===== src/hdl/wuf_pkg.sv =====
// ----------------------------------------------------------------------------
// wuf_pkg
// Shared constants, types and state codes of the weighted union-find engine.
// ----------------------------------------------------------------------------
package wuf_pkg;

  localparam int NODES   = 1024;
  localparam int NODE_W  = $clog2(NODES);
  localparam int COUNT_W = 11;
  localparam int SIZE_W  = $clog2(NODES + 1);
  localparam int QDEPTH  = 2;
  localparam int QPTR_W  = $clog2(QDEPTH);

  localparam logic OP_QUERY = 1'b0;
  localparam logic OP_UNION = 1'b1;

  // One classified item on its way from the front part to the back part.
  typedef struct packed {
    logic              operation;
    logic [NODE_W-1:0] node_a;
    logic [NODE_W-1:0] node_b;
    logic              index_error;
  } wuf_cmd_t;

  // Front part to back part.
  typedef struct packed {
    logic               init;
    logic [COUNT_W-1:0] node_count;
  } wuf_ctrl_t;

  // Back part to front part.
  typedef struct packed {
    logic clearing;
  } wuf_stat_t;

  typedef enum logic [2:0] {
    ST_CLEAR,
    ST_IDLE,
    ST_WALK_A,
    ST_WALK_B,
    ST_SIZE_A,
    ST_SIZE_B,
    ST_EMIT
  } wuf_state_t;

endpackage


===== src/hdl/wuf_queue.sv =====
// ----------------------------------------------------------------------------
// wuf_queue
// Short command queue between the front part and the back part.
// ----------------------------------------------------------------------------
module wuf_queue import wuf_pkg::*; (
  input  logic     clk,
  input  logic     rst_n,
  input  logic     push_valid,
  output logic     push_ready,
  input  wuf_cmd_t push_cmd,
  output logic     pop_valid,
  input  logic     pop_ready,
  output wuf_cmd_t pop_cmd
);

  wuf_cmd_t            entry_r [QDEPTH];
  logic [QPTR_W-1:0]   wr_ptr_r, wr_ptr_nxt;
  logic [QPTR_W-1:0]   rd_ptr_r, rd_ptr_nxt;
  logic [QPTR_W:0]     count_r, count_nxt;
  logic                do_push, do_pop;

  assign push_ready = (count_r != (QPTR_W+1)'(QDEPTH));
  assign pop_valid  = (count_r != '0);
  assign pop_cmd    = entry_r[rd_ptr_r];
  assign do_push    = push_valid && push_ready;
  assign do_pop     = pop_valid && pop_ready;

  always_comb begin
    wr_ptr_nxt = do_push ? wr_ptr_r + QPTR_W'(1) : wr_ptr_r;
    rd_ptr_nxt = do_pop  ? rd_ptr_r + QPTR_W'(1) : rd_ptr_r;
    count_nxt  = count_r + (QPTR_W+1)'(do_push) - (QPTR_W+1)'(do_pop);
  end

  always_ff @(posedge clk) begin
    if (!rst_n) begin
      wr_ptr_r <= '0;
      rd_ptr_r <= '0;
      count_r  <= '0;
    end else begin
      wr_ptr_r <= wr_ptr_nxt;
      rd_ptr_r <= rd_ptr_nxt;
      count_r  <= count_nxt;
    end
  end

  always_ff @(posedge clk) begin
    if (do_push) begin
      entry_r[wr_ptr_r] <= push_cmd;
    end
  end

endmodule


===== config.mk =====
export PLATFORM = sky130hd
export DESIGN_NAME = wuf_queue
export DESIGN_NICKNAME = d
export VERILOG_FILES = /design/src/hdl/wuf_pkg.sv /design/src/hdl/wuf_queue.sv
export SDC_FILE = /design/constraint.sdc
export NUM_CORES = 1
export LEC_CHECK = 0
export ABC_AREA = 1
export BUFFER_PORTS_ARGS = -buffer_cell sky130_fd_sc_hd__buf_2
export CAP_MARGIN = 20
export CORE_AREA = 5 5 86 88
export CTS_BUF_LIST = sky130_fd_sc_hd__clkbuf_8
export DETAILED_ROUTE_END_ITERATION = 10
export DIE_AREA = 0 0 91 93
export REMOVE_ABC_BUFFERS = 1
export SYNTH_ARGS = -nofsm -noshare
export SYNTH_HDL_FRONTEND = slang
export SYNTH_SLANG_ARGS = --single-unit

===== constraint.sdc =====
create_clock -name clk -period 2.7 [get_ports clk]
set_clock_uncertainty 0.05 [all_clocks]
set_input_delay 0.54 -clock clk [delete_from_list [all_inputs] [get_ports clk]]
set_output_delay 0.54 -clock clk [all_outputs]
set_load 0.05 [all_outputs]

==> results.cfg, run 1 <==
[logic_synthesis]
yosysUniqueCellTypes = 15
synth-seq-cells = 49
ys_seq_area_frac = 0.743
syn_area_per_cell_sq_um = 18.4
synth_warnings = 0
netlist_area_sq_mm = 0.00191
syn_inst = 104

[routing]
detail-route-antenna-nets = 0
wire_per_inst_um = 12.8
dr.first_iter.drc_count = 19
routed_wl_um = 3120
vias = 988
firstDrtPassIters = 2
via_per_inst = 4.05
drcViolationCount = 0

[global_route]
grt_use_total = 0.0757
globalRouteOverflowTotal = 0
antenna_found_initial = 0
grt_max_degree = 16
grt_pass1_vias = 1063
grt_pass1_wl_um = 4970

[sta]
setup_viol = 0
hold_violations = 0
worst_pin_slew_ns = 0.543
slew_headroom = 0.638
period_minus_slack_ns = 2.08
rsz0062_at_grt = no
finalSetupTns_ns = 0
final.period_utilization = 0.769
max_freq_mhz = 482
slew_viol_final = 0

[setup_path]
critical_path_arrival_ns = 1.49
cp_max_fo = 14
worst-endpoint-required_ns = 2.11
worstSetupPathType = reg -> out
start_kind = flip-flop
cp-end-kind = primary output

[final_layout]
ff_latch_area_sq_mm = 0.00142
layout_commonest_cell = buf_2
fin_cells = 244
mostFrequentLayoutCells = 49 x buf_2, 44 x edfxtp_1, 20 x mux2_4
finalNetCount = 190
fin_util = 0.365
drive_above_1_share = 0.537
antennaDiodeCount = 0
syn_to_final_growth_pct = 25.5
multi_input_area_sq_um = 447
nFillCells = 628

[status]
status = complete, no violations

[worst_hold_path]
hold_class = in -> reg

[clock_tree]
ctsHtreeMaxLevel = 2
post_cts_buffers = 0
clock_path_buffers = 2
clk_pin_slew_ns = 0.08
cts.sinks = 49
numCtsBuffers = 5
cts_hold_buffers = 0
cts_resized = 0
cts_root_buf = clkbuf_8
clock_latency_ns = 0.29
cts_tree = yes

[floorplan]
ioPinCount = 50
die_w_um = 91
fp-row-count = 30
core_sq_mm = 0.00657
die_area_sq_mm = 0.00846
initial_core_util = 0.291
die_y_um = 93

[pwr]
powerDensity_mw_per_mm2 = 1050
power_mw = 2.51
leakage_nw = 0.964
max-vdd-ir-drop_mv = 0.591

[run]
maxCapViolations = 0

[place]
gp_congestion = 0.674
portBuffers = 49
dp_cells = 236
post-dp-hpwl_um = 2250
==> cells in the mapped netlist <==
library cell  count  area, sq um
nor2_2            1         6.26
mux2_4           20          300
nand2_1          10         37.5
buf_6             2         22.5
edfxtp_1         44         1320
ha_1              1         12.5
inv_1             7         26.3
nor2_4            1         11.3
xnor2_1           1         8.76
a21oi_1           1         5.00
dfxtp_1           5          100
nand2_2           1         6.26
nand3_1           1         5.00
nor2_1            7         26.3
mux2_2            2         22.5
==> power by group <==
group          leakage [nW]  switching, mW  internal, mW
sequential            0.452         0.0425         0.964
combinational         0.459          0.681         0.324
clock                0.0518          0.225         0.273
total                 0.964          0.949          1.56
==> layer usage <==
metal / part of all wire / vias to the layer above / track usage
met5: 0 / - / 0
met4: 0.0067 / 0 / 0.0183
met3: 0.081 / 2 / 0.0362
met2: 0.48 / 35 / 0.127
met1: 0.43 / 459 / 0.0874
li1: - / 492 / -
==> layout make-up <==
class / instances / share of cell area
Clock buffer: 5 / 0.0287
Clock inverter: 3 / 0.0172
Inverter: 7 / 0.0109
Multi-Input combinational cell: 46 / 0.186
Sequential cell: 49 / 0.592
Tap cell: 80 / 0.0417
Timing Repair Buffer: 54 / 0.123
==> metrics by stage <==
stage	hold slack (ns)	worst slack, ns	instance area [sq um]
after floorplan	0.417	0.314	1890
after global placement	0.433	0.931	2290
after CTS	0.364	0.578	2400
after global routing	0.356	0.532	2400
after detailed placement	0.442	0.895	2290
final	0.380	0.624	2400
==> final timing paths <==
| path | startpoint | end | slack, ns | cells past startpoint |
|---|---|---|---|---|
| worst max-delay path | flip-flop | pop_cmd[11] | 0.62 | 3 |
| worst min-delay path | push_cmd[17] | entry_r[0][17] | 0.38 | 1 |
| worst max register to register | count_r[0] | entry_r[1][5] | 1.01 | 5 |
| worst min register to register | rd_ptr_r | rd_ptr_r | 0.46 | 2 |
==> sequential cells by signal, indices dropped and copies added, names as in the netlist, named ones only <==
name,cells
entry_r,44
rd_ptr_r,1
count_r,2
wr_ptr_r,1
==> worst max-delay path: stages (launching register included) <==
cell and delay [ns]:
dfxtp_1 0.33, buf_4 0.28, mux2_2 0.37, buf_2 0.21
==> cells by family after synthesis <==
kind of cell | count (synthesis) | synth area share
fa+ha+maj | 1 | 0.00654
simple gates | 21 | 0.0484
xor+xnor | 1 | 0.00458
flops | 49 | 0.743
compound gates | 1 | 0.00262
buf+inv | 9 | 0.0255
mux | 22 | 0.169
No activity file was read; power rests on OpenSTA's default activity.
==> run 2, diff against run 1 <==
ABC_AREA = 0   (was 1)
CORE_AREA = 5 5 85 87   (was 5 5 86 88)
DIE_AREA = 0 0 90 92   (was 0 0 91 93)
clock period = 1.7 ns   (was 2.7 ns; I/O delays follow)
==> run 2 against run 1 <==
  * Critical path type unchanged
  * The flow now finishes with violations (negative setup slack)
  * Non-clock buffer count rose by 3
  * Die area fell by 2.2%
  * Hold slack got worse by 0.20 ns
==> results.cfg, run 2 <==
[sta]
slew_viol_final = 0
slew_headroom = 0.836
worst_pin_slew_ns = 0.248
max_freq_mhz = 581
finalSetupTns_ns = -0.215
setup_slack_ns = -0.0220
rsz0062_at_grt = yes
final.period_utilization = 1.01
setup_viol = 21
hold_violations = 0
period_minus_slack_ns = 1.72

[setup_path]
crit_family = flip-flops
critPathMaxStageDelay_ns = 0.41
cp_max_fo = 5
crit_chain = clkbuf_16 -> mux2_4 -> buf_8
cp_slowest_cell = dfxtp_4
worstSetupPathType = reg -> out
crit_buf_inv = 2
worst-endpoint-required_ns = 1.31
start_kind = flip-flop
critical_path_arrival_ns = 1.33
cp-end-kind = primary output

[status]
status = finished, violations left
violations = negative setup slack

[clock_tree]
cts_tree = yes
cts.sinks = 49
cts_hold_buffers = 0
clock_path_buffers = 2
ctsHtreeMaxLevel = 2
clk_pin_slew_ns = 0.09
post_cts_buffers = 0
clock_latency_ns = 0.29
cts_root_buf = clkbuf_8
numCtsBuffers = 5

[routing]
firstDrtPassIters = 4
wire_per_inst_um = 14.9
vias = 1038
detail-route-antenna-nets = 0
via_per_inst = 4.38
dr.first_iter.drc_count = 41
routed_wl_um = 3520
drcViolationCount = 0

[logic_synthesis]
netlist_area_sq_mm = 0.00184
syn_inst = 97
yosys-top-cells-count = 44 x edfxtp_1, 22 x mux2_2, 5 x dfxtp_1
syn_area_per_cell_sq_um = 19.0
synth-seq-cells = 49
synth_warnings = 0
synthDominantCellAreaShare = 0.717
synth_most_common_cell = edfxtp_1
yosysUniqueCellTypes = 23
synthArstFlopShare = 0
synth_area_leaders = edfxtp_1 72%, mux2_2 13%, dfxtp_1 5.4%
ys_seq_area_frac = 0.772
yosysTopAreaCell = edfxtp_1
ys.flop_type = edfxtp_1
synth_edf_count = 44

[final_layout]
syn_to_final_growth_pct = 46.1
multi_input_area_sq_um = 489
ff_latch_area_sq_mm = 0.00143
finalNetCount = 186
nFillCells = 558
drive_above_1_share = 0.550
antennaDiodeCount = 0
layout_commonest_cell = edfxtp_1
largest_register_ffs = 44
final_area_sq_mm = 0.00269
largest_register = entry_r
fin_util = 0.429
top_regs = entry_r x44, count_r x2
mostFrequentLayoutCells = 44 x edfxtp_1, 26 x buf_2, 25 x buf_8

[global_route]
antenna_found_initial = 0
grt_use_total = 0.0835
grt_pass1_wl_um = 5380
globalRouteOverflowTotal = 0
grt_max_degree = 16
grt_pass1_vias = 1084

[place]
post-dp-hpwl_um = 2260
gp_congestion = 0.713
placed_area_sq_mm = 0.00222
pre_cts_ws_ns = 0.197
portBuffers = 49

[pwr]
leakage_nw = 1.07
max-vdd-ir-drop_mv = 0.767
powerDensity_mw_per_mm2 = 1480

[run]
maxCapViolations = 0

[floorplan]
die_y_um = 92
die_w_um = 90
ioPinCount = 50
core_sq_mm = 0.00628
initial_core_util = 0.293
fp-row-count = 29
die_area_sq_mm = 0.00828

[worst_hold_path]
hold_class = in -> reg
==> run 2: changes by cell type after synthesis, sizes merged, moves of 2 or more <==
cell | previous run | this run
a21bo | 0 | 2
and2 | 0 | 3
inv | 7 | 1
nand2 | 11 | 1
nand2b | 0 | 2
nor2 | 9 | 2
o21ai | 0 | 2
==> run 2: final cells by class <==
cell class	instances	share of cell area
flip-flops and latches	49	0.530
repair buffers	57	0.211
multi-input cells	45	0.182
well taps	77	0.0358
clock buffers	5	0.0256
clock inverters	3	0.0144
inverters	1	0.00140
==> run 2: routing by layer <==
layer,up-vias,GRT usage,part of all wire
met4,0,0.0298,0.014
met1,507,0.0976,0.45
met5,-,0,0
li1,495,-,-
met3,5,0.0352,0.060
met2,31,0.138,0.48
==> run 2: per-stage QoR <==
| stage | hold slack, ns | std cells | power [mW] |
|---|---|---|---|
| global route | 0.155 | 237 | 4.19 |
| CTS | 0.165 | 236 | 3.81 |
| finish | 0.176 | 237 | 3.99 |
| detailed placement | 0.482 | 227 | 2.72 |
| global placement | 0.478 | 227 | 2.71 |
| floorplan | 0.389 | 95 | 2.43 |
==> run 2: cells by family (layout without fill, tap and decap cells) <==
family / after synthesis / count (layout) / share of synthesized area
muxes: 23 / 23 / 0.140
xor gates and xnor gates: 1 / 1 / 0.00476
buffers and inverters: 3 / 66 / 0.00747
AOI/OAI and AO/OA: 7 / 7 / 0.0292
DFF: 49 / 49 / 0.772
and+or+nand+nor: 13 / 13 / 0.0401
adders and majority gates: 1 / 1 / 0.00679
==> run 2: power by group <==
group	internal, mW	switching (mW)	leakage [nW]	total (mW)
clock	0.431	0.358	0.0593	0.789
sequential	1.47	0.0728	0.454	1.54
combinational	0.767	0.893	0.560	1.66
==> run 2: final timing paths <==
kind,depth (start not counted),startpoint,slack [ns],end
setup / recovery,3,flip-flop,-0.02,pop_cmd[20]
hold / removal,1,push_cmd[21],0.18,entry_r[1][21]
setup reg to reg,4,count_r[0],0.27,entry_r[0][6]
hold reg to reg,2,wr_ptr_r,0.53,wr_ptr_r
==> run 2: repair_timing <==
action	in CTS	in global routing
hold endpoints to repair	0	0
gates cloned	1	1
gates resized for setup	61	37
endpoints found under the setup margin	22	23
==> run 3, diff against run 2 <==
CTS_CLUSTER_DIAMETER = 100   (was unset)
MAX_ROUTING_LAYER = met4   (was unset)
PLACE_DENSITY_LB_ADDON = 0.15   (was unset)
==> run 3 against run 2 <==
  * The flow now finishes without violations
  * Final cell count unchanged
  * Non-clock buffer count unchanged
  * Routed wire length grew 1.2%
==> results.cfg, run 3 (same netlist as run 2, synthesis figures left out) <==
[status]
status = complete, no violations

[routing]
routed_wl_um = 3570
detail-route-antenna-nets = 0
drcViolationCount = 0
via_per_inst = 4.31
dr.first_iter.drc_count = 43
vias = 1022
wire_per_inst_um = 15.0
firstDrtPassIters = 2

[global_route]
globalRouteOverflowTotal = 0
grt_max_degree = 17
grt_use_total = 0.0940
grt_pass1_vias = 1179
antenna_found_initial = 0
grt_pass1_wl_um = 5870

[final_layout]
mostFrequentLayoutCells = 44 x edfxtp_1, 26 x buf_2, 22 x mux2_4, 22 x buf_8, 6 x clkbuf_8
layout_commonest_cell = edfxtp_1
syn_to_final_growth_pct = 45.9
antennaDiodeCount = 0
top_regs = entry_r x44, count_r x2
drive_above_1_share = 0.556
largest_register = entry_r
finalNetCount = 186
largest_register_ffs = 44
nFillCells = 571

[floorplan]
core_sq_mm = 0.00628
fp-row-count = 29
initial_core_util = 0.293
ioPinCount = 50
die_w_um = 90
die_y_um = 92
die_area_sq_mm = 0.00828

[worst_hold_path]
worstHoldPathCells = 1
hold_end = entry_r[1][10]
hold_class = in -> reg
worstHoldStart = push_cmd[10]

[pwr]
power_mw = 4.00
leakage_nw = 1.07
max-vdd-ir-drop_mv = 0.810
powerDensity_mw_per_mm2 = 1490

[place]
post-dp-hpwl_um = 2600
gp_congestion = 0.692
pre_cts_ws_ns = 0.206
portBuffers = 49

[setup_path]
reg2reg_to = entry_r[1][11]
cp-end-kind = primary output
reg2regPathDepth = 3
cp_max_fo = 7
regToRegSetupSlack_ns = 0.29
worstSetupPathType = reg -> out
crit_family = flip-flops
cp_slowest_cell = dfxtp_4
start_kind = flip-flop
crit_chain = buf_8 -> mux2_4 -> buf_8
critPathMaxStageDelay_ns = 0.40
worst-endpoint-required_ns = 1.31
reg2reg_from = count_r[0]
timing.critical_path.mode_cell = buf_8
crit_buf_inv = 2
critical_path_arrival_ns = 1.30

[clock_tree]
clock_latency_ns = 0.29
post_cts_buffers = 0
ctsHtreeMaxLevel = 2
clock_path_buffers = 2
clk_pin_slew_ns = 0.08
cts_tree = yes
cts_root_buf = clkbuf_8
cts.sinks = 49
numCtsBuffers = 5

[sta]
hold_violations = 0
setup_viol = 0
final.period_utilization = 0.995
max_freq_mhz = 591
slew_viol_final = 0
period_minus_slack_ns = 1.69
slew_headroom = 0.833
worst_pin_slew_ns = 0.252
setup_slack_ns = 0.00932
rsz0062_at_grt = yes

[run]
maxCapViolations = 0
## run 3: worst max-delay path by stage
stage,endpoint,depth (start not counted)
after floorplan,entry_r[1][0],2
after global placement,pop_cmd[18],3
after detailed placement,count_r[0],6
after CTS,pop_cmd[4],3
after global routing,pop_cmd[20],3
final,pop_cmd[20],3
## run 3: power by group
| group | total (mW) | internal, mW | switching [mW] | leakage [nW] |
|---|---|---|---|---|
| Sequential | 1.55 | 1.47 | 0.0729 | 0.454 |
| Clock | 0.821 | 0.473 | 0.348 | 0.0626 |
| Combinational | 1.63 | 0.747 | 0.883 | 0.556 |
## run 3: area by class of cell
class | instances | area (sq um) | share of cell area
clock buffers | 6 | 82.6 | 0.0307
flip-flops and latches | 49 | 1430 | 0.531
clock inverters | 2 | 33.8 | 0.0126
multi-input cells | 45 | 489 | 0.182
well taps | 77 | 96.3 | 0.0358
inverters | 1 | 3.75 | 0.00140
repair buffers | 57 | 556 | 0.207
## run 3: metal layers
layer  part of all wire  track usage  vias to the layer above  routed length [um]
li1                   -            -                      494                   -
met1               0.39       0.0984                      494                1410
met2               0.54        0.162                       28                1940
met3              0.048       0.0278                        6                 172
met4              0.014       0.0447                        0                  51
met5                  0            -                        -                   0
## run 3: worst register-to-register path, delay by kind of cell (launching register included)
kind                   cells  cell delay, ns
AND/OR/NAND/NOR            2            0.42
flip-flops                 1            0.40
buffers and inverters      1            0.23
## run 3: what timing repair did
item / in CTS / in global routing
pin swaps: 0 / 0
gates cloned: 1 / 0
hold buffers: 0 / 0
setup endpoints to repair: 22 / 23
gates resized for setup: 60 / 37
endpoints found under the hold margin: 0 / 0
## run 3: stage by stage
stage	utilization	cell area, sq um	cells	hold slack (ns)	setup TNS (ns)
after global placement	0.357	2240	228	0.479	0
after floorplan	-	1830	95	0.389	-13.26
after detailed placement	0.357	2240	228	0.482	0
after CTS	0.407	2550	237	0.163	-0.279
final	0.428	2690	237	0.177	0
after global routing	0.428	2690	237	0.154	-0.551
