==> src/hdl/wuf_pkg.sv <==
// ----------------------------------------------------------------------------
// wuf_pkg
// Shared constants, types and state codes of the weighted union-find engine.
// ----------------------------------------------------------------------------
package wuf_pkg;

  localparam int NODES   = 1024;
  localparam int NODE_W  = $clog2(NODES);
  localparam int COUNT_W = 11;
  localparam int SIZE_W  = $clog2(NODES + 1);
  localparam int QDEPTH  = 2;
  localparam int QPTR_W  = $clog2(QDEPTH);

  localparam logic OP_QUERY = 1'b0;
  localparam logic OP_UNION = 1'b1;

  // One classified item on its way from the front part to the back part.
  typedef struct packed {
    logic              operation;
    logic [NODE_W-1:0] node_a;
    logic [NODE_W-1:0] node_b;
    logic              index_error;
  } wuf_cmd_t;

  // Front part to back part.
  typedef struct packed {
    logic               init;
    logic [COUNT_W-1:0] node_count;
  } wuf_ctrl_t;

  // Back part to front part.
  typedef struct packed {
    logic clearing;
  } wuf_stat_t;

  typedef enum logic [2:0] {
    ST_CLEAR,
    ST_IDLE,
    ST_WALK_A,
    ST_WALK_B,
    ST_SIZE_A,
    ST_SIZE_B,
    ST_EMIT
  } wuf_state_t;

endpackage

==> src/hdl/wuf_ifs.sv <==
// ----------------------------------------------------------------------------
// wuf channel interfaces
// Valid/ready channels for items in, results out and the node count register.
// ----------------------------------------------------------------------------
interface wuf_in_if import wuf_pkg::*; ();
  logic              valid;
  logic              ready;
  logic              operation;
  logic [NODE_W-1:0] node_a;
  logic [NODE_W-1:0] node_b;

  modport source (output valid, operation, node_a, node_b, input ready);
  modport sink   (input valid, operation, node_a, node_b, output ready);
endinterface


interface wuf_cfg_if import wuf_pkg::*; ();
  logic               valid;
  logic               ready;
  logic [COUNT_W-1:0] node_count;

  modport source (output valid, node_count, input ready);
  modport sink   (input valid, node_count, output ready);
endinterface

==> src/hdl/wuf_front.sv <==
// ----------------------------------------------------------------------------
// wuf_front
// Takes items and node count writes, range-checks the node indices.
// ----------------------------------------------------------------------------
module wuf_front import wuf_pkg::*; (
  input  logic          clk,
  input  logic          rst_n,
  wuf_in_if.sink        in_if,
  wuf_cfg_if.sink       cfg_if,
  input  wuf_stat_t     stat,
  output wuf_ctrl_t     ctrl,
  output logic          push_valid,
  input  logic          push_ready,
  output wuf_cmd_t      push_cmd
);

  logic [COUNT_W-1:0] node_count_r, node_count_nxt;
  logic               init_r, init_nxt;
  logic               cfg_fire;

  // A zero count becomes one, anything above the store size becomes the size.
  function automatic logic [COUNT_W-1:0] clamp_count(input logic [COUNT_W-1:0] v);
    logic [COUNT_W-1:0] r;
    r = v;
    if (v == '0) begin
      r = COUNT_W'(1);
    end else if (v > COUNT_W'(NODES)) begin
      r = COUNT_W'(NODES);
    end
    return r;
  endfunction

  assign cfg_if.ready = 1'b1;
  assign cfg_fire     = cfg_if.valid;

  always_comb begin
    node_count_nxt = node_count_r;
    if (cfg_fire) begin
      node_count_nxt = clamp_count(cfg_if.node_count);
    end
    init_nxt = cfg_fire;
  end

  always_ff @(posedge clk) begin
    if (!rst_n) begin
      node_count_r <= COUNT_W'(NODES);
      init_r       <= 1'b0;
    end else begin
      node_count_r <= node_count_nxt;
      init_r       <= init_nxt;
    end
  end

  // Hold items off while the store is being rebuilt.
  assign in_if.ready = push_ready && !stat.clearing && !init_r && !cfg_if.valid;
  assign push_valid  = in_if.valid && in_if.ready;

  always_comb begin
    push_cmd.operation   = in_if.operation;
    push_cmd.node_a      = in_if.node_a;
    push_cmd.node_b      = in_if.node_b;
    push_cmd.index_error = ({1'b0, in_if.node_a} >= node_count_r) ||
                           ({1'b0, in_if.node_b} >= node_count_r);
  end

  assign ctrl.init       = init_r;
  assign ctrl.node_count = node_count_r;

endmodule

==> src/flat_wrapper.sv <==
// flat-port wrapper written by rule: the top's interface ports become plain ports
module wuf_front_flat import wuf_pkg::*;
  (clk, rst_n, stat, ctrl, push_valid, push_ready, push_cmd, in_if_valid, in_if_operation, in_if_node_a, in_if_node_b, in_if_ready, cfg_if_valid, cfg_if_node_count, cfg_if_ready);
  wuf_in_if in_if_i ();
  wuf_cfg_if cfg_if_i ();
  input  logic clk;
  input  logic rst_n;
  input  wuf_stat_t stat;
  output wuf_ctrl_t ctrl;
  output logic push_valid;
  input  logic push_ready;
  output wuf_cmd_t push_cmd;
  input wire logic [$bits(in_if_i.valid)-1:0] in_if_valid;
  input wire logic [$bits(in_if_i.operation)-1:0] in_if_operation;
  input wire logic [$bits(in_if_i.node_a)-1:0] in_if_node_a;
  input wire logic [$bits(in_if_i.node_b)-1:0] in_if_node_b;
  output wire logic [$bits(in_if_i.ready)-1:0] in_if_ready;
  input wire logic [$bits(cfg_if_i.valid)-1:0] cfg_if_valid;
  input wire logic [$bits(cfg_if_i.node_count)-1:0] cfg_if_node_count;
  output wire logic [$bits(cfg_if_i.ready)-1:0] cfg_if_ready;
  assign in_if_i.valid = in_if_valid;
  assign in_if_i.operation = in_if_operation;
  assign in_if_i.node_a = in_if_node_a;
  assign in_if_i.node_b = in_if_node_b;
  assign in_if_ready = in_if_i.ready;
  assign cfg_if_i.valid = cfg_if_valid;
  assign cfg_if_i.node_count = cfg_if_node_count;
  assign cfg_if_ready = cfg_if_i.ready;
  wuf_front u_core (.clk(clk), .rst_n(rst_n), .in_if(in_if_i), .cfg_if(cfg_if_i), .stat(stat), .ctrl(ctrl), .push_valid(push_valid), .push_ready(push_ready), .push_cmd(push_cmd));
endmodule
==> config.mk <==
export PLATFORM = sky130hd
export DESIGN_NAME = wuf_front_flat
export DESIGN_NICKNAME = d
export VERILOG_FILES = /design/src/hdl/wuf_pkg.sv /design/src/hdl/wuf_ifs.sv /design/src/hdl/wuf_front.sv /design/src/flat_wrapper.sv
export SDC_FILE = /design/constraint.sdc
export NUM_CORES = 1
export LEC_CHECK = 0
export BUFFER_PORTS_ARGS = -buffer_cell sky130_fd_sc_hd__buf_2
export CORE_ASPECT_RATIO = 2
export CORE_UTILIZATION = 40
export CTS_CLUSTER_DIAMETER = 50
export DETAILED_ROUTE_END_ITERATION = 6
export PLACE_DENSITY = 0.78
export SLEW_MARGIN = 20
export SYNTH_ARGS = -nofsm -noshare
export SYNTH_HDL_FRONTEND = slang
export SYNTH_SLANG_ARGS = --single-unit
==> constraint.sdc <==
create_clock -name clk -period 1.8 [get_ports clk]
set_clock_uncertainty 0.15 [all_clocks]
set_input_delay 0.09 -clock clk [delete_from_list [all_inputs] [get_ports clk]]
set_output_delay 0.09 -clock clk [all_outputs]
set_load 0.02 [all_outputs]
==> out/results.ini, run 1 <==
[worst_setup_path]
critPathLaunch = u_core.node_count_r[0]
crit_arrival_ps = 1770
cp_max_fo = 3
critPathLaunchType = register
required_ps = 1560
setup.worst_path.end_class = output port
rr_startpoint = u_core.node_count_r[6]
worstSetupEndpoint = push_cmd[0]
crit_type = reg -> out
r2r_end = u_core.node_count_r[6]
r2r_setup_slack_ps = 810
reg2regPathDepth = 4

[synth]
syn_area_per_cell_um2 = 8.63
syn_inst = 125
yosys.area_share.adder_pct = 24.2
synth_xor_area_share_pct = 0
synth_top_family_by_area = adder cells
yosys_warnings = 0
synthSimpleGateAreaFrac_pct = 16.1
syn-num-nets = 183
netlist_area_um2 = 1080
ys_ff_latch = 12
synth_compound_area_share_pct = 16.5
yosysSeqAreaShare_pct = 22.3
yosys.cell_types.count = 32
synthMuxAreaShare_pct = 0

[final_layout]
register_area_um2 = 251
fin_nets = 248
fill_cells = 213
n_antenna_cell = 0
area_growth_syn_to_layout_pct = 56.6
final_core_util_pct = 66.6
multiInputGateArea_um2 = 832
final_area_um2 = 1690
drive_above_1_share_pct = 62.4

[power_and_ir_drop]
power.density_nw_per_um2 = 550
p_leak_nw = 0.800
power_mw = 0.929
vdd_ir_drop_max_uv = 549

[place]
portBuffers = 71
place_area_um2 = 1350
gp_congestion = 0.766
place_hpwl_um = 2350
pre_cts_ws_ps = -158

[routing]
wl_um = 3000
vias = 1110
drtPass1Iterations = 4
drtIter0Drc = 17
postRouteAntennaNets = 0
drc = 0
drt-wirelength-per-cell_um = 13.8
via_per_inst = 5.12

[global_route]
grt_first_pass_wirelength_um = 4480
grt_max_degree = 14
grt_pass1_vias = 1095
overflow = 0
antenna_found_initial = 0
grtUsageTotal_pct = 21.9

[floorplanning]
rows = 26
die-area_um2 = 2920
start_util_pct = 42.5
io-pin-count = 75
die_h_um = 75.4
core-area_um2 = 2540
die_w_um = 38.7

[cts]
path_clk_slew_ps = 50
cts_tree = built
numCtsBuffers = 3
root_buffer = clkbuf_8
cts.path.max_buffers = 2
clock_sinks = 12
h-tree-depth = 1
clk_latency_ps = 250

[worst_hold_path]
holdCritPathClass = in -> reg
hp-start = cfg_if_valid

[status]
status = finished, violations left
violations = setup timing

[timing]
fmax_mhz = 498
report.final.slew_viol_count = 0
rsz0062_at_grt = yes
setup_viol = 1
period_needed_ps = 2010
hold_viol = 0
fin_crit_sh_pct = 111
setup_tns_ps = -206
fin_ws_ps = -206

[run]
cap_violations = 0

## critical path, stage by stage, from the launching register on
cell	delay, ps
dfxtp_4	370
ha_4	190
nand2b_4	130
a211oi_2	210
nor3_2	80
nor3_2	220
o221ai_2	140
buf_4	170
## sequential cells by signal (all words and copies together) (netlist names)
signal               count
u_core.node_count_r     11
u_core.init_r            1
## kinds of logic after synthesis
| kind of cell | after synthesis |
|---|---|
| buffers and inverters | 36 |
| other | 1 |
| AO/OA/AOI/OAI | 25 |
| adder cells (fa/ha/maj) | 21 |
| AND/OR/NAND/NOR | 30 |
| flip-flops | 12 |
## cell usage in the layout (no fill, tap or decap), types with 3 or more instances in the layout
cell type      synthesis  layout
buf_2                  0      70
ha_1                  20      10
ha_4                   0      10
inv_1                 12       8
buf_4                 23       8
and2_1                 6       6
dlygate4sd3_1          0       6
dfxtp_2                0       6
a22o_1                 5       5
dfxtp_1               12       5
inv_2                  0       4
nor2_1                 4       4
o21ai_0                6       4
nand2_1                4       4
clkbuf_8               0       4
nor2b_1                3       3
## Yosys cell counts
library cell / instances / area, um2
a21oi_1: 2 / 10.0
a22o_1: 5 / 43.8
nand4b_1: 1 / 8.76
o22ai_1: 2 / 12.5
nor4b_1: 1 / 8.76
nand2_1: 4 / 15.0
and3_1: 1 / 6.26
and4b_1: 1 / 10.0
a21o_1: 2 / 15.0
a21boi_2: 1 / 11.3
inv_1: 12 / 45.0
maj3_2: 1 / 11.3
nand3_1: 1 / 5.00
a2111oi_0: 1 / 8.76
o21ai_0: 6 / 30.0
and2_1: 6 / 37.5
a221o_1: 1 / 10.0
ha_1: 20 / 250
nor4_1: 2 / 12.5
o21ai_1: 1 / 5.00
nor2b_1: 3 / 18.8
nor3b_1: 1 / 7.51
clkbuf_1: 1 / 3.75
conb_1: 1 / 3.75
a211oi_1: 3 / 22.5
dfxtp_1: 12 / 240
nand2b_1: 2 / 12.5
nor3_1: 2 / 10.0
buf_4: 23 / 173
o221ai_1: 1 / 8.76
nand4_1: 1 / 6.26
nor2_1: 4 / 15.0
## per-stage QoR
step	hold WS [ps]	cells
floorplan	16.2	125
global placement	30.2	206
detailed placement	30.2	206
CTS	6.85	217
global route	30.1	217
finish	10.2	217
## worst min-delay path by stage
stage / end / slack, ps / depth (start not counted)
floorplan: u_core.node_count_r[10] / 20 / 1
global placement: push_cmd[21] / 30 / 0
detailed placement: push_cmd[21] / 30 / 0
CTS: u_core.node_count_r[0] / 7 / 2
global route: push_cmd[21] / 30 / 0
finish: u_core.node_count_r[0] / 10 / 2
## power breakdown
| group | leakage, nW | switching (mW) | internal, mW | total, mW |
|---|---|---|---|---|
| sequential | 0.102 | 0.0100 | 0.278 | 0.288 |
| clock | 0.0288 | 0.110 | 0.194 | 0.304 |
| combinational | 0.670 | 0.177 | 0.160 | 0.336 |
## area by class of cell
type,instances,area share [%]
multi-input cells,77,49.3
repair buffers,84,27.9
flip-flops and latches,12,14.9
clock buffers,4,3.26
inverters,12,2.67
well taps,28,2.07
## what timing repair did
| action | in CTS | in global routing |
|---|---|---|
| pin swaps | 14 | 3 |
| hold endpoints to repair | 11 | 0 |
| buffers inserted | 1 | 0 |
| setup endpoints to repair | 1 | 1 |
| hold buffers | 6 | 0 |
| resized for setup | 32 | 5 |
## metal layers
layer | share of wire, % | wire, um | track usage [%]
met3 | 5.8 | 173 | 3.50
met4 | 2.7 | 82 | 12.6
met5 | 0 | 0 | 0
met2 | 59 | 1770 | 41.7
met1 | 32 | 967 | 20.3
Power figures use the tool's default switching activity.
==> run 2: changes to the inputs <==
--- a/config.mk
+++ b/config.mk
@@ -6,7 +6,6 @@
 export NUM_CORES = 1
 export LEC_CHECK = 0
 export BUFFER_PORTS_ARGS = -buffer_cell sky130_fd_sc_hd__buf_2
-export CORE_ASPECT_RATIO = 2
 export CORE_UTILIZATION = 40
 export CTS_CLUSTER_DIAMETER = 50
 export DETAILED_ROUTE_END_ITERATION = 6
==> run 2 against run 1 <==
The flow still finishes with violations (setup timing). First-iteration DRC count shrank 41%. Via count grew 2.3%. Core utilization shrank 3.7 points. Flip-flop and latch count stayed put. Combinational power fell by 6.8%. Non-clock buffer count unchanged. Register-to-register slack hardly changed. Count of clock-buffer cells in the layout stayed put. Critical path type unchanged. Total power shrank 13%. Sequential power about the same.
==> out/results.ini, run 2 (synthesis results as in run 1) <==
[worst_setup_path]
crit_cells = 7
setup.worst_path.end_class = output port
critical-path-max-stage-delay_ps = 350
rr_startpoint = u_core.node_count_r[6]
crit_chain = inv_2, ha_4, a21o_1, a221o_1, o21ai_1, o221ai_2, buf_4
cp_max_fo = 2
r2r_setup_slack_ps = 800
cp_slowest_cell = dfxtp_2
crit_arrival_ps = 1770
crit_family = compound AO/OA/AOI/OAI gates
reg2regPathDepth = 4
required_ps = 1560
crit_buf_inv = 2
crit_type = reg -> out
critPathLaunchType = register
r2r_end = u_core.node_count_r[6]

[floorplanning]
die-area_um2 = 2910
die_h_um = 53.9
rows = 18
start_util_pct = 42.8
die_w_um = 53.9
core-area_um2 = 2520
io-pin-count = 75

[worst_hold_path]
hold_depth = 2
hold_end = u_core.node_count_r[0]
hp-start = cfg_if_valid
holdCritPathClass = in -> reg

[final_layout]
fin_nets = 248
drive_above_1_share_pct = 56.6
regMostFlops = u_core.node_count_r
stdcell_count = 219
top_regs = u_core.node_count_r: 11 flops, u_core.init_r: 1 flops
final_common_cell = buf_2
n_antenna_cell = 0
largest_reg_flops = 11
final_cell_mix = 70 x buf_2, 14 x ha_1, 8 x inv_1, 7 x dlygate4sd3_1, 7 x buf_4
area_growth_syn_to_layout_pct = 47.1

[timing]
report.final.slew_viol_count = 0
rsz0062_at_grt = yes
hold_viol = 0
period_needed_ps = 2010
fmax_mhz = 497
setup_viol = 1
whs_ps = 0.623
fin_ws_ps = -213
fin_crit_sh_pct = 112

[routing]
drtPass1Iterations = 4
drtIter0Drc = 10
wl_um = 2890
vias = 1136
via_per_inst = 5.19
postRouteAntennaNets = 0
drc = 0
drt-wirelength-per-cell_um = 13.2

[run]
cap_violations = 0

[cts]
numCtsBuffers = 3
path_clk_slew_ps = 70
root_buffer = clkbuf_4
clock_sinks = 12
clk_latency_ps = 270
h-tree-depth = 1
cts_tree = built
cts.path.max_buffers = 2

[power_and_ir_drop]
pwr-share-clk_pct = 26.1
swShare_pct = 32.7
p_leak_nw = 0.775
vdd_ir_drop_max_uv = 440
comb_power_share_pct = 38.6
seq_power_share_pct = 35.3
power.density_nw_per_um2 = 512
internal_power_mw = 0.546
p_sw_mw = 0.266

[global_route]
grt_pass1_vias = 1081
grtUsageTotal_pct = 21.1
grt_first_pass_wirelength_um = 4390
antenna_found_initial = 0
grt_max_degree = 14
overflow = 0

[place]
portBuffers = 71
place_hpwl_um = 2210
gp_congestion = 0.812
dp_cells = 207

[status]
violations = setup timing
status = finished, violations left

==> run 2: cell types whose count changed in the layout (fill, tap and decap cells not counted), moves of 2 or more <==
cell,before,now
ha_1,10,14
ha_4,10,6
clkbuf_4,0,3
clkbuf_8,4,1
nand2b_1,0,2
nand2b_4,2,0
==> run 2: area by class of cell <==
cell class / instances / area, um2
inverter: 12 / 45.0
clock buffer: 4 / 36.3
sequential: 12 / 248
tap: 30 / 37.5
fill: 228 / 936
multi-input combinational: 77 / 747
timing repair buffer: 84 / 473
==> run 2: stage by stage <==
step	utilization [%]	power, mW	area [um2]	TNS [ps]	setup WS [ps]
global placement	53.4	0.542	1350	0	17.5
detailed placement	53.4	0.554	1350	-51.1	-51.1
global route	62.9	0.862	1590	-276	-276
finish	62.9	0.812	1590	-213	-213
floorplan	-	0.474	1090	0	36.2
CTS	61.8	0.808	1560	-227	-227
==> run 2: timing repair <==
item,4_1_cts,5_1_grt
buffers inserted,1,0
gates resized for setup,19,5
hold buffers,7,0
hold endpoints to repair,12,0
setup endpoints to repair,1,1
pin swaps,8,7
==> run 2: worst reg2reg max path, delay by kind of cell (launching register included) <==
kind / cells / cell delay [ps]
AND/OR/NAND/NOR: 1 / 150
AO/OA/AOI/OAI: 1 / 70
buffers and inverters: 2 / 200
flip-flops: 1 / 320
==> run 2: power groups by stage <==
stage                     sequential [mW]  combinational [mW]  clock, mW
after floorplan                     0.304               0.170          0
after global placement              0.291               0.251          0
after detailed placement            0.292               0.262          0
after CTS                           0.286               0.305      0.217
after global routing                0.289               0.341      0.232
final                               0.287               0.313      0.212
==> run 2: metal layers <==
metal  global-route usage, %  vias up  part of all wire [%]  routed length (um)
li1                        -      547                     -                   -
met1                    21.3      540                    39                1120
met2                    40.1       45                    54                1570
met3                    3.95        4                   6.0                 173
met4                    11.0        0                  0.87                  25
met5                       0        -                     0                   0
==> run 2: worst max path at each step <==
| stage | start | endpoint |
|---|---|---|
| floorplan | u_core.node_count_r[6] | push_cmd[0] |
| global placement | u_core.node_count_r[5] | push_cmd[0] |
| detailed placement | u_core.node_count_r[8] | push_cmd[0] |
| CTS | u_core.node_count_r[5] | push_cmd[0] |
| global route | u_core.node_count_r[5] | push_cmd[0] |
| finish | u_core.node_count_r[5] | push_cmd[0] |
==> run 3: changes to the inputs <==
--- a/config.mk
+++ b/config.mk
@@ -9,6 +9,7 @@
 export CORE_UTILIZATION = 40
 export CTS_CLUSTER_DIAMETER = 50
 export DETAILED_ROUTE_END_ITERATION = 6
+export HOLD_SLACK_MARGIN = 0.12
 export PLACE_DENSITY = 0.78
 export SLEW_MARGIN = 20
 export SYNTH_ARGS = -nofsm -noshare
==> run 3 against run 2 <==
The flow still finishes with violations (setup timing). Final area rose by 8.8%. Maximum frequency fell by 0.63%. Hold slack improved by 110 ps. Critical path depth did not move. Wire length rose by 10%. Register-to-register slack got worse by 580 ps. Count of clock-buffer cells in the layout did not move. Via count rose by 5.1%. Sequential share of layout area fell by 1.3 points. Global-route usage rose by 1.3 points. Highest routed layer unchanged. First-iteration DRC count fell by 40%.
==> out/results.ini, run 3 (synthesis results as in run 1) <==
[status]
status = finished, violations left
violations = setup timing

[timing]
setup_tns_ps = -226
report.final.slew_viol_count = 0
fmax_mhz = 494
rsz0062_at_grt = yes
setup_viol = 1
period_needed_ps = 2030
fin_ws_ps = -226
hold_viol = 0
fin_crit_sh_pct = 113

[worst_setup_path]
crit_type = reg -> out
r2r_setup_slack_ps = 220
r2r_end = u_core.node_count_r[6]
crit_chain = inv_2, ha_4, a21o_1, a221o_1, o21ai_1, o221ai_2, buf_4
required_ps = 1560
critPathLaunchType = register
cp_slowest_cell = dfxtp_2
crit_arrival_ps = 1790
rr_startpoint = u_core.node_count_r[6]
critical-path-max-stage-delay_ps = 350
reg2regPathDepth = 5
setup.worst_path.end_class = output port
cp_max_fo = 2

[cts]
cts.path.max_buffers = 2
numCtsBuffers = 3
clk_latency_ps = 280
h-tree-depth = 1
cts_tree = built
root_buffer = clkbuf_4
path_clk_slew_ps = 70
clock_sinks = 12

[floorplanning]
die_w_um = 53.9
core-area_um2 = 2520
die-area_um2 = 2910
io-pin-count = 75
start_util_pct = 42.8
rows = 18
die_h_um = 53.9

[power_and_ir_drop]
pwr-share-clk_pct = 25.7
power_mw = 0.853
vdd_ir_drop_max_uv = 459
power.density_nw_per_um2 = 494
swShare_pct = 33.3
comb_power_share_pct = 40.7
p_leak_nw = 0.838
p_sw_mw = 0.284
seq_power_share_pct = 33.6
internal_power_mw = 0.569

[worst_hold_path]
hold_end = u_core.node_count_r[8]
holdCritPathClass = in -> reg
hp-start = cfg_if_valid
hold_depth = 3

[final_layout]
top_regs = u_core.node_count_r: 11 flops, u_core.init_r: 1 flops
area_growth_syn_to_layout_pct = 60.1
drive_above_1_share_pct = 55.2
final_common_cell = buf_2
final_cell_mix = 70 x buf_2, 18 x dlygate4sd3_1, 14 x ha_1, 8 x inv_1, 8 x buf_4
regMostFlops = u_core.node_count_r
largest_reg_flops = 11
fin_nets = 260
fill_cells = 197
final_core_util_pct = 68.5
n_antenna_cell = 0

[global_route]
grt_max_degree = 12
grt_pass1_vias = 1182
overflow = 0
antenna_found_initial = 0
grtUsageTotal_pct = 22.4
grt_first_pass_wirelength_um = 4660

[place]
pre_cts_ws_ps = -51.1
gp_congestion = 0.812
portBuffers = 71
place_hpwl_um = 2210

[routing]
wl_met1_um = 1200
postRouteAntennaNets = 0
vias = 1194
met3_length_um = 193
via_per_inst = 5.17
wl_um = 3190
route.met2.wl_um = 1740
drt-wirelength-per-cell_um = 13.8
drtPass1Iterations = 4
routed.top_layer = met4
drc = 0
drtIter0Drc = 6

[run]
cap_violations = 0

run 3: per-stage QoR:
stage          instance area [um2]  hold slack [ps]  instances
3_3_place_gp                  1350             30.1        207
4_1_cts                       1670              122        230
2_1_floorplan                 1090             16.2        125
6_report                      1730              112        231
5_1_grt                       1730              158        231
3_5_place_dp                  1350             30.1        207
run 3: routing by layer:
metal	global-route usage [%]	vias to the layer above
li1	-	571
met4	11.0	0
met3	3.95	7
met1	21.7	565
met5	0	-
met2	44.4	51
run 3: area by class of cell:
cell class / count / area, um2 / share of cell area (%)
tap: 30 / 37.5 / 2.17
timing repair buffer: 96 / 591 / 34.2
multi-input combinational: 77 / 769 / 44.6
sequential: 12 / 248 / 14.3
inverter: 12 / 45.0 / 2.61
clock buffer: 4 / 36.3 / 2.10
run 3: critical path: cells and delay by family (launching register included):
kind            cells  cell delay, ps
compound gates      4             730
fa+ha+maj           1             210
buf+inv             2             210
flops               1             350
run 3: how the worst max path moves through the flow:
stage	startpoint	end	slack, ps	depth (start not counted)
2_1_floorplan	u_core.node_count_r[6]	push_cmd[0]	40	6
3_3_place_gp	u_core.node_count_r[5]	push_cmd[0]	20	7
3_5_place_dp	u_core.node_count_r[8]	push_cmd[0]	-50	7
4_1_cts	u_core.node_count_r[5]	push_cmd[0]	-230	7
5_1_grt	u_core.node_count_r[1]	push_cmd[0]	-270	7
6_report	u_core.node_count_r[5]	push_cmd[0]	-230	7
run 3: power groups by stage:
stage                     clock network (mW)  logic (mW)  registers [mW]
final                                  0.219       0.347           0.287
after global routing                   0.228       0.375           0.288
after CTS                              0.217       0.325           0.286
after detailed placement                   0       0.262           0.292
after global placement                     0       0.251           0.291
after floorplan                            0       0.170           0.304
run 3: what timing repair did:
item,4_1_cts,5_1_grt
resized for setup,19,9
pin swaps,8,8
endpoints found under the hold margin,13,0
setup buffers,1,1
setup endpoints to repair,1,2
hold buffers,18,0
